===== config.mk =====
export PLATFORM = sky130hd
export DESIGN_NAME = desk_height_motion_controller_top
export DESIGN_NICKNAME = d
export VERILOG_FILES = /design/src/dhmc_pkg.sv /design/src/dhmc_core.sv /design/src/desk_height_motion_controller_top.sv
export SDC_FILE = /design/constraint.sdc
export NUM_CORES = 1
export LEC_CHECK = 0
export BUFFER_PORTS_ARGS = -buffer_cell sky130_fd_sc_hd__buf_2
export CAP_MARGIN = 20
export CORE_MARGIN = 2
export CORE_UTILIZATION = 55
export DETAILED_ROUTE_END_ITERATION = 6
export PLACE_DENSITY = 0.75
export SLEW_MARGIN = 5
export SYNTH_ARGS = -nofsm -noshare
export SYNTH_HDL_FRONTEND = slang
export SYNTH_SLANG_ARGS = --single-unit

===== constraint.sdc =====
create_clock -name clk -period 7 [get_ports clk]
set_input_delay 1.4 -clock clk [delete_from_list [all_inputs] [get_ports clk]]
set_output_delay 1.4 -clock clk [all_outputs]
set_load 0.02 [all_outputs]

===== src/dhmc_pkg.sv =====
// Shared types and constants for the desk height motion controller.
// Used by dhmc_core and desk_height_motion_controller_top; no dependencies.
`default_nettype none

package dhmc_pkg;

  // Default window geometry
  localparam int WINDOW_BITS_DEF = 32;
  localparam int SYNC_BITS_DEF   = 23;

  // Configuration register indexes
  localparam logic [2:0] CFG_HEIGHT_MIN      = 3'd0;
  localparam logic [2:0] CFG_HEIGHT_MAX      = 3'd1;
  localparam logic [2:0] CFG_AUTO_STOP_TICKS = 3'd2;
  localparam logic [2:0] CFG_SERIAL_GAP      = 3'd3;
  localparam logic [2:0] CFG_SYNC_PATTERN    = 3'd4;

  localparam int CFG_INDEX_W = 3;
  localparam int CFG_DATA_W  = 23;

  // Configuration reset values
  localparam logic [7:0]  HEIGHT_MIN_RST      = 8'd60;
  localparam logic [7:0]  HEIGHT_MAX_RST      = 8'd120;
  localparam logic [15:0] AUTO_STOP_TICKS_RST = 16'd1500;
  localparam logic [15:0] SERIAL_GAP_RST      = 16'd1000;
  localparam logic [22:0] SYNC_PATTERN_RST    = 23'd6289917;

  // Movement directions
  localparam logic [1:0] MOVE_STOP = 2'd0;
  localparam logic [1:0] MOVE_UP   = 2'd1;
  localparam logic [1:0] MOVE_DOWN = 2'd2;

  // Drive level bits
  localparam logic [3:0] LV_UP   = 4'b0001;
  localparam logic [3:0] LV_PA   = 4'b0010;
  localparam logic [3:0] LV_PB   = 4'b0100;
  localparam logic [3:0] LV_DOWN = 4'b1000;

  // Serial command opcodes
  localparam logic [7:0] CMD_SET_HEIGHT = 8'h01;
  localparam logic [7:0] CMD_STOP       = 8'h02;
  localparam logic [7:0] CMD_UP         = 8'h03;
  localparam logic [7:0] CMD_DOWN       = 8'h04;
  localparam logic [7:0] CMD_PRESET     = 8'h05;

  // Preset numbers
  localparam logic [7:0] PRESET_1 = 8'd1;
  localparam logic [7:0] PRESET_2 = 8'd2;
  localparam logic [7:0] PRESET_3 = 8'd3;
  localparam logic [7:0] PRESET_4 = 8'd4;

  localparam logic [15:0] TICK_SAT = 16'hFFFF;

  typedef struct packed {
    logic [7:0]  height_min;
    logic [7:0]  height_max;
    logic [15:0] auto_stop_ticks;
    logic [15:0] serial_gap_ticks;
    logic [22:0] sync_pattern;
  } cfg_t;

  typedef struct packed {
    logic [7:0] rx_byte;
    logic       rx_valid;
    logic       key_down;
    logic       key_preset_b;
    logic       key_preset_a;
    logic       key_up;
    logic       signal_bit;
  } in_item_t;

  typedef struct packed {
    logic [1:0] motion;
    logic       height_report;
    logic [7:0] height;
    logic       drive_down;
    logic       drive_preset_b;
    logic       drive_preset_a;
    logic       drive_up;
    logic       signal_echo;
  } out_item_t;

endpackage

`default_nettype wire


===== src/dhmc_core.sv =====
// Controller state and per-tick update: serial commands, height frame decode,
// hand switch handling and movement stop control. Depends on dhmc_pkg.
`default_nettype none

module dhmc_core #(
  parameter int WINDOW_BITS = dhmc_pkg::WINDOW_BITS_DEF,
  parameter int SYNC_BITS   = dhmc_pkg::SYNC_BITS_DEF
) (
  input  wire logic               clk,
  input  wire logic               rst_n,
  input  wire logic               step_en,
  input  wire dhmc_pkg::cfg_t     cfg,
  input  wire dhmc_pkg::in_item_t item,
  output dhmc_pkg::out_item_t     result
);

  logic [WINDOW_BITS-1:0] win_r, win_nxt;
  logic [7:0]  cur_h_r, cur_h_nxt;
  logic [7:0]  tgt_h_r, tgt_h_nxt;
  logic [1:0]  dir_r, dir_nxt;
  logic        ahm_r, ahm_nxt;
  logic        apm_r, apm_nxt;
  logic        ovr_r, ovr_nxt;
  logic [3:0]  lv_r, lv_nxt;
  logic [15:0] tsc_r, tsc_nxt;
  logic [7:0]  pend_r, pend_nxt;
  logic [15:0] tss_r, tss_nxt;
  logic        report;

  // Compute the next state for one tick
  always_comb begin
    logic [7:0] h_raw;
    logic [7:0] h;
    logic [7:0] arg;
    logic [2:0] n;
    logic       any;
    logic       up, pa, pb, dn;

    win_nxt   = win_r;
    cur_h_nxt = cur_h_r;
    tgt_h_nxt = tgt_h_r;
    dir_nxt   = dir_r;
    ahm_nxt   = ahm_r;
    apm_nxt   = apm_r;
    ovr_nxt   = ovr_r;
    lv_nxt    = lv_r;
    pend_nxt  = pend_r;
    report    = 1'b0;
    arg       = item.rx_byte;
    up        = item.key_up;
    pa        = item.key_preset_a;
    pb        = item.key_preset_b;
    dn        = item.key_down;

    // advance both timers, saturating
    tsc_nxt = (tsc_r != dhmc_pkg::TICK_SAT) ? tsc_r + 16'd1 : tsc_r;
    tss_nxt = (tss_r != dhmc_pkg::TICK_SAT) ? tss_r + 16'd1 : tss_r;

    // serial byte: collect opcode, run on argument
    if (item.rx_valid && (arg != 8'd0)) begin
      if (tss_nxt >= cfg.serial_gap_ticks) pend_nxt = 8'd0;
      tss_nxt = 16'd0;
      if (pend_nxt == 8'd0) begin
        pend_nxt = arg;
      end else begin
        case (pend_nxt)
          dhmc_pkg::CMD_SET_HEIGHT: begin
            if (!ovr_nxt) begin
              ahm_nxt = 1'b1;
              if ({1'b0, arg} > ({1'b0, cur_h_nxt} + 9'd1)) tgt_h_nxt = arg - 8'd1;
              else tgt_h_nxt = arg + 8'd1;
              if (cur_h_nxt < tgt_h_nxt) begin
                dir_nxt = dhmc_pkg::MOVE_UP;
                lv_nxt  = (lv_nxt & ~dhmc_pkg::LV_DOWN) | dhmc_pkg::LV_UP;
              end else if (cur_h_nxt > tgt_h_nxt) begin
                dir_nxt = dhmc_pkg::MOVE_DOWN;
                lv_nxt  = (lv_nxt & ~dhmc_pkg::LV_UP) | dhmc_pkg::LV_DOWN;
              end
            end
          end
          dhmc_pkg::CMD_PRESET: begin
            if (!ovr_nxt) begin
              tsc_nxt = 16'd0;
              ahm_nxt = 1'b0;
              apm_nxt = 1'b1;
              case (arg)
                dhmc_pkg::PRESET_1: lv_nxt = lv_nxt | dhmc_pkg::LV_PB;
                dhmc_pkg::PRESET_2: lv_nxt = lv_nxt | dhmc_pkg::LV_PA;
                dhmc_pkg::PRESET_3: lv_nxt = lv_nxt | dhmc_pkg::LV_PA | dhmc_pkg::LV_DOWN;
                dhmc_pkg::PRESET_4: lv_nxt = lv_nxt | dhmc_pkg::LV_PB | dhmc_pkg::LV_DOWN;
                default: ;
              endcase
            end
          end
          dhmc_pkg::CMD_STOP: begin
            if (!ovr_nxt) begin
              dir_nxt   = dhmc_pkg::MOVE_STOP;
              lv_nxt    = 4'd0;
              ahm_nxt   = 1'b0;
              apm_nxt   = 1'b0;
              tgt_h_nxt = cur_h_nxt;
            end
          end
          dhmc_pkg::CMD_UP: begin
            ahm_nxt = 1'b0;
            apm_nxt = 1'b0;
            dir_nxt = dhmc_pkg::MOVE_UP;
            lv_nxt  = (lv_nxt & ~dhmc_pkg::LV_DOWN) | dhmc_pkg::LV_UP;
          end
          dhmc_pkg::CMD_DOWN: begin
            ahm_nxt = 1'b0;
            apm_nxt = 1'b0;
            dir_nxt = dhmc_pkg::MOVE_DOWN;
            lv_nxt  = (lv_nxt & ~dhmc_pkg::LV_UP) | dhmc_pkg::LV_DOWN;
          end
          default: ;
        endcase
        pend_nxt = 8'd0;
      end
    end

    // shift the line bit in and look for a framed height
    win_nxt = {item.signal_bit, win_r[WINDOW_BITS-1:1]};
    for (int i = 0; i < 8; i++) begin
      h_raw[i] = win_nxt[(SYNC_BITS + i) % WINDOW_BITS];
    end
    h = ~h_raw;
    if ((win_nxt[SYNC_BITS-1:0] == cfg.sync_pattern[SYNC_BITS-1:0]) &&
        (h >= cfg.height_min) && (h <= cfg.height_max)) begin
      if (h != cur_h_nxt) tsc_nxt = 16'd0;
      cur_h_nxt = h;
      report    = 1'b1;
    end

    // hand switches
    n   = {2'b00, up} + {2'b00, pa} + {2'b00, pb} + {2'b00, dn};
    any = (n != 3'd0);
    if (any) tsc_nxt = 16'd0;
    if (ovr_nxt) begin
      // release of both move keys ends the override
      if (!up && !dn) begin
        dir_nxt   = dhmc_pkg::MOVE_STOP;
        lv_nxt    = 4'd0;
        ahm_nxt   = 1'b0;
        apm_nxt   = 1'b0;
        tgt_h_nxt = cur_h_nxt;
        ovr_nxt   = 1'b0;
      end
    end else begin
      if (up && (n == 3'd1)) begin
        dir_nxt = dhmc_pkg::MOVE_UP;
        lv_nxt  = (lv_nxt & ~dhmc_pkg::LV_DOWN) | dhmc_pkg::LV_UP;
        ovr_nxt = 1'b1;
        ahm_nxt = 1'b0;
        apm_nxt = 1'b0;
      end else if (dn && (n == 3'd1)) begin
        dir_nxt = dhmc_pkg::MOVE_DOWN;
        lv_nxt  = (lv_nxt & ~dhmc_pkg::LV_UP) | dhmc_pkg::LV_DOWN;
        ovr_nxt = 1'b1;
        ahm_nxt = 1'b0;
        apm_nxt = 1'b0;
      end
      // both move keys together
      if ((n == 3'd2) && up && dn) begin
        lv_nxt  = lv_nxt | dhmc_pkg::LV_UP | dhmc_pkg::LV_DOWN;
        ovr_nxt = 1'b1;
        ahm_nxt = 1'b0;
        apm_nxt = 1'b0;
      end
      // preset keys pass through
      if (((n == 3'd2) && dn && (pa || pb)) || ((n == 3'd1) && (pa || pb))) begin
        lv_nxt  = (lv_nxt & dhmc_pkg::LV_UP) | (pa ? dhmc_pkg::LV_PA : 4'd0) |
                  (pb ? dhmc_pkg::LV_PB : 4'd0) | (dn ? dhmc_pkg::LV_DOWN : 4'd0);
        tsc_nxt = 16'd0;
        apm_nxt = 1'b1;
        ahm_nxt = 1'b0;
        ovr_nxt = 1'b0;
      end
    end

    // stop at target or after preset idle timeout
    if (!ovr_nxt) begin
      if (ahm_nxt) begin
        if ((dir_nxt == dhmc_pkg::MOVE_UP) && (cur_h_nxt >= tgt_h_nxt)) begin
          dir_nxt   = dhmc_pkg::MOVE_STOP;
          lv_nxt    = 4'd0;
          ahm_nxt   = 1'b0;
          apm_nxt   = 1'b0;
          tgt_h_nxt = cur_h_nxt;
        end
        if ((dir_nxt == dhmc_pkg::MOVE_DOWN) && (cur_h_nxt <= tgt_h_nxt)) begin
          dir_nxt   = dhmc_pkg::MOVE_STOP;
          lv_nxt    = 4'd0;
          ahm_nxt   = 1'b0;
          apm_nxt   = 1'b0;
          tgt_h_nxt = cur_h_nxt;
        end
      end else if (apm_nxt && !any) begin
        if (tsc_nxt >= cfg.auto_stop_ticks) begin
          dir_nxt   = dhmc_pkg::MOVE_STOP;
          lv_nxt    = 4'd0;
          ahm_nxt   = 1'b0;
          apm_nxt   = 1'b0;
          tgt_h_nxt = cur_h_nxt;
        end
      end
    end
  end

  // Result of this tick
  always_comb begin
    result.signal_echo    = item.signal_bit;
    result.drive_up       = lv_nxt[0];
    result.drive_preset_a = lv_nxt[1];
    result.drive_preset_b = lv_nxt[2];
    result.drive_down     = lv_nxt[3];
    result.height         = cur_h_nxt;
    result.height_report  = report;
    result.motion         = dir_nxt;
  end

  // Commit state on each accepted request
  always_ff @(posedge clk) begin
    if (!rst_n) begin
      win_r   <= '0;
      cur_h_r <= 8'd0;
      tgt_h_r <= 8'd0;
      dir_r   <= dhmc_pkg::MOVE_STOP;
      ahm_r   <= 1'b1;
      apm_r   <= 1'b0;
      ovr_r   <= 1'b0;
      lv_r    <= 4'd0;
      tsc_r   <= 16'd0;
      pend_r  <= 8'd0;
      tss_r   <= 16'd0;
    end else if (step_en) begin
      win_r   <= win_nxt;
      cur_h_r <= cur_h_nxt;
      tgt_h_r <= tgt_h_nxt;
      dir_r   <= dir_nxt;
      ahm_r   <= ahm_nxt;
      apm_r   <= apm_nxt;
      ovr_r   <= ovr_nxt;
      lv_r    <= lv_nxt;
      tsc_r   <= tsc_nxt;
      pend_r  <= pend_nxt;
      tss_r   <= tss_nxt;
    end
  end

endmodule

`default_nettype wire


===== src/desk_height_motion_controller_top.sv =====
// Desk height motion controller, top level: stream ports, configuration
// registers and the result register. Depends on dhmc_pkg and dhmc_core.
// A result appears on out_tvalid in the cycle after its request is taken.
// Throughput: one request per cycle unless out_tready stalls a held result;
// the state update is a single registered step. Reset (rst_n low, synchronous):
// state and configuration return to defaults, the result register empties.
`default_nettype none

module desk_height_motion_controller_top #(
  parameter int WINDOW_BITS = dhmc_pkg::WINDOW_BITS_DEF,
  parameter int SYNC_BITS   = dhmc_pkg::SYNC_BITS_DEF
) (
  input  wire logic                             clk,
  input  wire logic                             rst_n,
  // in_tdata, from bit 0: signal_bit, key_up, key_preset_a, key_preset_b,
  // key_down, rx_valid, rx_byte[7:0], two zero pad bits
  input  wire logic                             in_tvalid,
  output logic                                  in_tready,
  input  wire logic [15:0]                      in_tdata,
  // out_tdata, from bit 0: signal_echo, drive_up, drive_preset_a,
  // drive_preset_b, drive_down, height[7:0], height_report, motion[1:0]
  output logic                                  out_tvalid,
  input  wire logic                             out_tready,
  output logic [15:0]                           out_tdata,
  input  wire logic                             cfg_wr_en,
  input  wire logic [dhmc_pkg::CFG_INDEX_W-1:0] cfg_index,
  input  wire logic [dhmc_pkg::CFG_DATA_W-1:0]  cfg_wdata
);

  dhmc_pkg::cfg_t      cfg_r;
  dhmc_pkg::in_item_t  item;
  dhmc_pkg::out_item_t result;
  logic [15:0]         out_data_r;
  logic                out_valid_r;
  logic                accept;

  // Accept while the result register is empty or draining
  assign in_tready  = !out_valid_r || out_tready;
  assign accept     = in_tvalid && in_tready;
  assign out_tvalid = out_valid_r;
  assign out_tdata  = out_data_r;

  // Unpack the request
  assign item = dhmc_pkg::in_item_t'(in_tdata[13:0]);

  // Configuration writes
  always_ff @(posedge clk) begin
    if (!rst_n) begin
      cfg_r.height_min       <= dhmc_pkg::HEIGHT_MIN_RST;
      cfg_r.height_max       <= dhmc_pkg::HEIGHT_MAX_RST;
      cfg_r.auto_stop_ticks  <= dhmc_pkg::AUTO_STOP_TICKS_RST;
      cfg_r.serial_gap_ticks <= dhmc_pkg::SERIAL_GAP_RST;
      cfg_r.sync_pattern     <= dhmc_pkg::SYNC_PATTERN_RST;
    end else if (cfg_wr_en) begin
      case (cfg_index)
        dhmc_pkg::CFG_HEIGHT_MIN:      cfg_r.height_min       <= cfg_wdata[7:0];
        dhmc_pkg::CFG_HEIGHT_MAX:      cfg_r.height_max       <= cfg_wdata[7:0];
        dhmc_pkg::CFG_AUTO_STOP_TICKS: cfg_r.auto_stop_ticks  <= cfg_wdata[15:0];
        dhmc_pkg::CFG_SERIAL_GAP:      cfg_r.serial_gap_ticks <= cfg_wdata[15:0];
        dhmc_pkg::CFG_SYNC_PATTERN:    cfg_r.sync_pattern     <= cfg_wdata[22:0];
        default: ;
      endcase
    end
  end

  dhmc_core #(
    .WINDOW_BITS (WINDOW_BITS),
    .SYNC_BITS   (SYNC_BITS)
  ) u_core (
    .clk     (clk),
    .rst_n   (rst_n),
    .step_en (accept),
    .cfg     (cfg_r),
    .item    (item),
    .result  (result)
  );

  // Result register valid flag
  always_ff @(posedge clk) begin
    if (!rst_n) begin
      out_valid_r <= 1'b0;
    end else if (accept) begin
      out_valid_r <= 1'b1;
    end else if (out_tready) begin
      out_valid_r <= 1'b0;
    end
  end

  // Result register payload
  always_ff @(posedge clk) begin
    if (accept) begin
      out_data_r <= 16'(result);
    end
  end

endmodule

`default_nettype wire


==> summary.txt, run 1 <==
CTS root buffer: clkbuf_16
failing checks: setup timing
DRC: 0
All-Layer GR Usage: 30.9%
Comb power frac: 26.2%
Setup WS post-layout: -588 ps
slew margin rel.: 29.7%
Max VDD drop: 0.000174 V
Core Area: 21000 um2
site row count: 53
Max Cap Violations: 0
Synth top area share: 28.6%
clock sink count: 184
chip width: 150 um
Yosys top cell by area: dfxtp_1
largest family of logic cells by synthesized area: simple AND/OR/NAND/NOR gates
share of layout cells above drive strength 1: 22.6%
Synth Area in Simple Gates: 24.3%
NetSw: 0.000948 W
drt total wl: 35200 um
clk_lat worst skew: 450 ps
Seq/Total Area, Yosys: 32.6%
Worst Tran Pin Value: 1040 ps
fin crit period: 7590 ps
Yosys cell types: 82
CTS Hold Bufs: 0
largest net degree at the start of global routing: 96
Final GP Congestion: 0.932
CP max stage cell: or3_4
hold depth: 2
Yosys reg bits: 184
Die Y: 150 um
reg-to-reg slack, setup: -590 ps
LEAKAGE: 6.06 nW
Post-synth EDFFs: 16
Buffers on Ports: 62
initial antenna violation count: 0
part of the power in registers: 38.8%
P_int: 0.00195 W
Compound-Gate Fraction of Synth Area: 21.1%
Setup crit end kind: register
DRT iter0 DRCs: 1067
Power Total: 0.00290 W
Tightest Hold Check Type: register to register
Vias: 11700
diode count: 0
crit-path max FO: 6
number of global-route vias before repair: 10800
Period Utilization, post-route: 108%
IO Count: 65
Sw Share: 32.7%
Clk network pwr share: 35.0%
Final #Nets: 1799
setup violators final: 20
GR Overflow Total: 0
clk slew on worst S/H paths: 70 ps
Num CTS Buffers: 17
max frequency: 0.132 GHz
most frequent cells in the layout: nand2_1, buf_4, dfxtp_1
Detail Placement HPWL: 24300 um
Clock Tree Buf Depth: 2
Async S/R FF share, synth: 0%
CP dominant cell by count: buf_6
H-tree level count: 4
first-pass GRT wire length: 55500 um
Die Area: 22600 um2
most common cell after layout, fill and taps aside: nand2_1
final slew viol count: 0
WP data required: 7320 ps
WP data arrival: 7910 ps
post-synthesis cell count: 1481
ys flop type: dfxtp_1
unrepaired setup endpoints after global routing: yes
via density per instance: 5.98
post-synthesis xor/xnor area fraction: 5.13%
syn nets: 1618
Synth-to-Final Area Change: 24.1%
average wire per standard cell: 18.1 um
Worst Setup Start Kind: register
mux share of post-synthesis cell area: 1.72%
Mapped Area: 11800 um2
Worst path max stage delay: 400 ps
Final Hold Fails: 0
status: complete, but fails checks
FF-to-FF path depth: 39
Synth Warn #: 0
Antenna Nets Post-Route: 0
Worst Setup Path Type: register to register
drt first pass iters: 6
power density over the cells: 198 nW/um2
top cells by area, synth: dfxtp_1, ha_1, nand2_1, a21boi_0, edfxtp_1
Post-Route Skew: 15.8 ps
Core Util, Final: 69.5%
adder-cell share of the synthesized area: 9.63%
TritonCTS clock tree: yes
syn avg cell area: 7.95 um2
Initial Util: 56.0%
fillers: 1638
-- cell type report --
| type | count | area [um2] | area share (%) |
|---|---|---|---|
| Multi-Input combinational cell | 1133 | 7770 | 53.2 |
| Timing Repair Buffer | 242 | 1710 | 11.7 |
| Clock buffer | 17 | 425 | 2.91 |
| Sequential cell | 184 | 3850 | 26.4 |
| Tap cell | 275 | 344 | 2.35 |
| Clock inverter | 14 | 199 | 1.36 |
| Inverter | 84 | 315 | 2.16 |
-- critical path, delay by kind of cell, from the launching register on --
family	cells	cell delay, ps
AOI/OAI and AO/OA	18	3250
and+or+nand+nor	10	1830
xor gates and xnor gates	1	80
adders and majority gates	3	720
muxes	2	600
buffers and inverters	5	650
DFF	1	330
-- metal layers --
layer | global-route usage (%) | wire [um] | up-vias
li1 | - | - | 5581
met1 | 44.0 | 15700 | 5492
met2 | 47.7 | 16000 | 503
met3 | 4.97 | 2640 | 78
met4 | 9.91 | 879 | 0
met5 | 0 | 0 | -
-- what timing repair did --
action,in CTS,in global routing
resized for setup,48,33
pin swaps,38,30
setup endpoints to repair,20,20
setup buffers,25,12
-- kinds of logic after synthesis --
| group | after synthesis |
|---|---|
| buf+inv | 164 |
| compound gates | 356 |
| mux | 19 |
| fa+ha+maj | 90 |
| simple gates | 599 |
| xor+xnor | 69 |
| flops | 184 |
-- worst paths after layout --
check	start	to
worst min register to register	cfg_r[56]	cfg_r[56]
worst min-delay path	cfg_r[56]	cfg_r[56]
worst max register to register	u_core.tss_r[6]	u_core.tgt_h_r[6]
worst max-delay path	u_core.tss_r[6]	u_core.tgt_h_r[6]
-- synth_stat cells (5+ instances only) --
master and count:
a211oi_1 12, buf_1 5, nor4_1 16, nor2b_1 37, a21oi_1 62, clkbuf_1 65, edfxtp_1 16, o211ai_1 32
a22oi_1 24, a21boi_0 73, nand3_1 54, or3_1 7, nand4_1 24, o21a_1 13, dfxtp_1 168, buf_2 6
nand2b_1 14, nand2_1 261, and2_1 13, and4_1 7, a31oi_1 7, mux2_2 6, xor2_1 15, inv_1 83
a211o_1 5, o21ai_0 46, xnor2_1 54, and3_1 16, nor3b_1 5, o31ai_1 11, a21o_1 15, mux2i_1 12
nor3_1 29, ha_1 89, nor2_1 88, o211a_1 6
-- sequential cells by signal (all words and copies together) (netlist names), 4 cells and up --
register,count
u_core.win_r,31
u_core.tss_r,16
u_core.lv_r,4
u_core.pend_r,8
u_core.tsc_r,16
u_core.cur_h_r,8
cfg_r,71
u_core.tgt_h_r,8
out_tdata,16
-- power by group through the flow --
stage	Sequential [W]	Clock, W	Combinational, W
final	0.00112	0.00101	0.000758
after global routing	0.00113	0.00106	0.000813
after CTS	0.00112	0.00102	0.000710
after detailed placement	0.00115	0	0.000641
after global placement	0.00114	0	0.000627
after floorplan	0.00115	0	0.000390
-- stage by stage --
step           setup TNS [ps]  hold WS [ps]  instance area, um2  setup WS (ps)  std cells
2_1_floorplan               0           439               12000           8.30       1481
3_3_place_gp           -11630           449               13400           -705       1884
3_5_place_dp           -15860           459               13400           -938       1884
4_1_cts                 -5170           469               14400           -355       1938
5_1_grt                -14020           491               14600           -811       1949
6_report                -9540           469               14600           -588       1949
Power figures use the tool's default switching activity.
==> run 2: changes to the inputs <==
--- a/config.mk
+++ b/config.mk
@@ -5,6 +5,7 @@
 export SDC_FILE = /design/constraint.sdc
 export NUM_CORES = 1
 export LEC_CHECK = 0
+export ABC_AREA = 1
 export BUFFER_PORTS_ARGS = -buffer_cell sky130_fd_sc_hd__buf_2
 export CAP_MARGIN = 20
 export CORE_MARGIN = 2
==> summary.txt, run 2 <==
status: completed
Max VDD drop: 0.000184 V (+5.4%)
Clock Tree Buf Depth: 2 (unchanged)
CP max stage cell: dfxtp_2
clock sink count: 184 (unchanged)
Seq/Total Area, Yosys: 31.9% (-0.72 points)
crit-path max FO: 6 (unchanged)
max frequency: 0.148 GHz (+12%)
cell with the most instances after synthesis: nand2_1
Mapped Area: 12000 um2 (+2.2%)
Die Area: 23100 um2 (+2.2%)
Async S/R FF share, synth: 0% (unchanged)
Period Utilization, post-route: 96.5% (-12 points)
Max Cap Violations: 0 (unchanged)
CTS Hold Bufs: 0 (unchanged)
clk_lat worst skew: 460 ps (about the same)
first-pass GRT wire length: 52800 um (-4.8%)
Setup crit end kind: register
WP data arrival: 7150 ps (-760 ps)
H-tree level count: 4 (unchanged)
via density per instance: 5.60 (-6.3%)
Final #Nets: 1963 (+9.1%)
top cells by area, synth: dfxtp_1, nand2_1, ha_1, a21oi_1, inv_1
ys flop type: dfxtp_1
Worst Setup Start Kind: register
Initial Util: 55.7% (-0.33 points)
largest registers: cfg_r (71), u_core.win_r (31)
Worst path max stage delay: 360 ps (-40 ps)
syn avg cell area: 6.87 um2 (-14%)
slew margin rel.: 32.5% (+2.8 points)
average wire per standard cell: 15.3 um (-15%)
number of global-route vias before repair: 11200 (+4.3%)
Detail Placement HPWL: 22700 um (-6.8%)
top cells by instance count after synthesis: nand2_1, inv_1, a21oi_1
Core Area: 21600 um2 (+2.9%)
All-Layer GR Usage: 27.3% (-3.6 points)
Final Hold Fails: 0 (unchanged)
Reg with most FFs: cfg_r
Synth-to-Final Area Change: 15.1%
Synth top area share: 27.9% (-0.63 points)
drt first pass iters: 5 (-1)
post-synthesis cell count: 1752 (+18%)
most frequent cells in the layout: nand2_1, inv_1, a21oi_1
site row count: 54 (+1.9%)
Final GP Congestion: 0.914 (-2.0%)
IO Count: 65 (unchanged)
most common cell after layout, fill and taps aside: nand2_1
met1 Use GR: 33.0% (-11 points)
GR Overflow Total: 0 (unchanged)
Worst Tran Pin Value: 1000 ps (-39.9 ps)
TNS Setup: 0 ps (+9540 ps)
Num CTS Buffers: 17 (unchanged)
DRT iter0 DRCs: 826 (-23%)
Power Total: 0.00309 W (+6.7%)
drt total wl: 32400 um (-8.1%)
LEAKAGE: 6.33 nW (+4.4%)
Yosys cell types: 52 (-37%)
diode count: 0 (unchanged)
Post-Route Skew: 20.6 ps (+4.80 ps)
Antenna Nets Post-Route: 0 (unchanged)
Post-synth EDFFs: 16 (unchanged)
met2 global-route usage: 48.7% (+0.96 points)
WP data required: 7390 ps (+70 ps)
Buffers on Ports: 62 (unchanged)
fin crit period: 6760 ps (-832 ps)
DRC: 0 (unchanged)
power density over the cells: 223 nW/um2 (+13%)
TritonCTS clock tree: yes
initial antenna violation count: 0 (unchanged)
Yosys reg bits: 184 (unchanged)
Worst Setup Path Type: register to register
Yosys top cell by area: dfxtp_1
Vias: 11900 (+1.9%)
unrepaired setup endpoints after global routing: yes
share of layout cells above drive strength 1: 16.7% (-5.9 points)
GRT busiest layer: met2
CTS root buffer: clkbuf_16
Tightest Hold Check Type: register to register
final slew viol count: 0 (unchanged)
max reg flops: 71 (unchanged)
Synth Warn #: 0 (unchanged)
largest net degree at the start of global routing: 90 (-6.3%)
setup violators final: 0 (-100%)
clk slew on worst S/H paths: 90 ps (+20 ps)
Die Y: 152 um (+1.1%)
chip width: 152 um (+1.1%)
syn nets: 1889 (+17%)
GR Layer Usage met3: 3.19% (-1.8 points)
run 2: timing repair:
item / in CTS / in global routing
pin swaps: 4 / 55
buffers inserted: 4 / 25
setup endpoints to repair: 18 / 22
gates resized for setup: 5 / 90
endpoints found under the hold margin: 0 / 0
run 2: critical path, delay by kind of cell, from the launching register on:
| family | cells | cell delay [ps] |
|---|---|---|
| AO/OA/AOI/OAI | 13 | 1570 |
| XOR/XNOR | 1 | 160 |
| adder cells (fa/ha/maj) | 3 | 780 |
| buffers and inverters | 13 | 1140 |
| flip-flops | 1 | 360 |
| AND/OR/NAND/NOR | 22 | 2670 |
run 2: power by group:
part / switching [W] / leakage (nW) / total (W) / internal, W
clock network: 0.000536 / 0.308 / 0.00104 / 0.000504
registers: 0.0000514 / 1.54 / 0.00118 / 0.00113
logic: 0.000543 / 4.48 / 0.000871 / 0.000328
run 2: layout make-up:
class | instances | area [um2]
fillers | 1917 | 7770
multi-input cells | 1267 | 7340
flip-flops and latches | 184 | 3850
inverters | 236 | 896
repair buffers | 120 | 776
clock buffers | 17 | 425
well taps | 280 | 350
clock inverters | 15 | 218
run 2: final timing paths:
path	from	to	slack [ps]	depth (start not counted)
worst max-delay path	u_core.tss_r[4]	u_core.tgt_h_r[4]	240	52
worst min-delay path	cfg_r[70]	cfg_r[70]	470	2
worst min register to register	cfg_r[70]	cfg_r[70]	470	2
worst max register to register	u_core.tss_r[4]	u_core.tgt_h_r[4]	240	52
run 2: cell families after synthesis:
logic type,Yosys count,share of synthesized area [%]
buffers and inverters,301,9.79
flip-flops,184,31.9
AO/OA/AOI/OAI,401,18.1
XOR/XNOR,57,4.15
adder cells (fa/ha/maj),90,9.42
AND/OR/NAND/NOR,719,26.7
run 2: metal layers:
metal | wire [um] | part of all wire, %
met3 | 1290 | 4.0
met4 | 1330 | 4.1
met5 | 0 | 0
met1 | 13700 | 42
met2 | 16100 | 50
run 2: through the flow:
stage               hold WS (ps)  setup WS (ps)  instances  cell area, um2  utilization (%)
floorplan                    435            565       1752           12000                -
global placement             451           65.1       2057           12600             58.4
detailed placement           457           -161       2057           12600             58.4
CTS                          469           7.27       2093           13300             61.7
global route                 485           -281       2119           13900             64.1
finish                       466            244       2119           13900             64.1
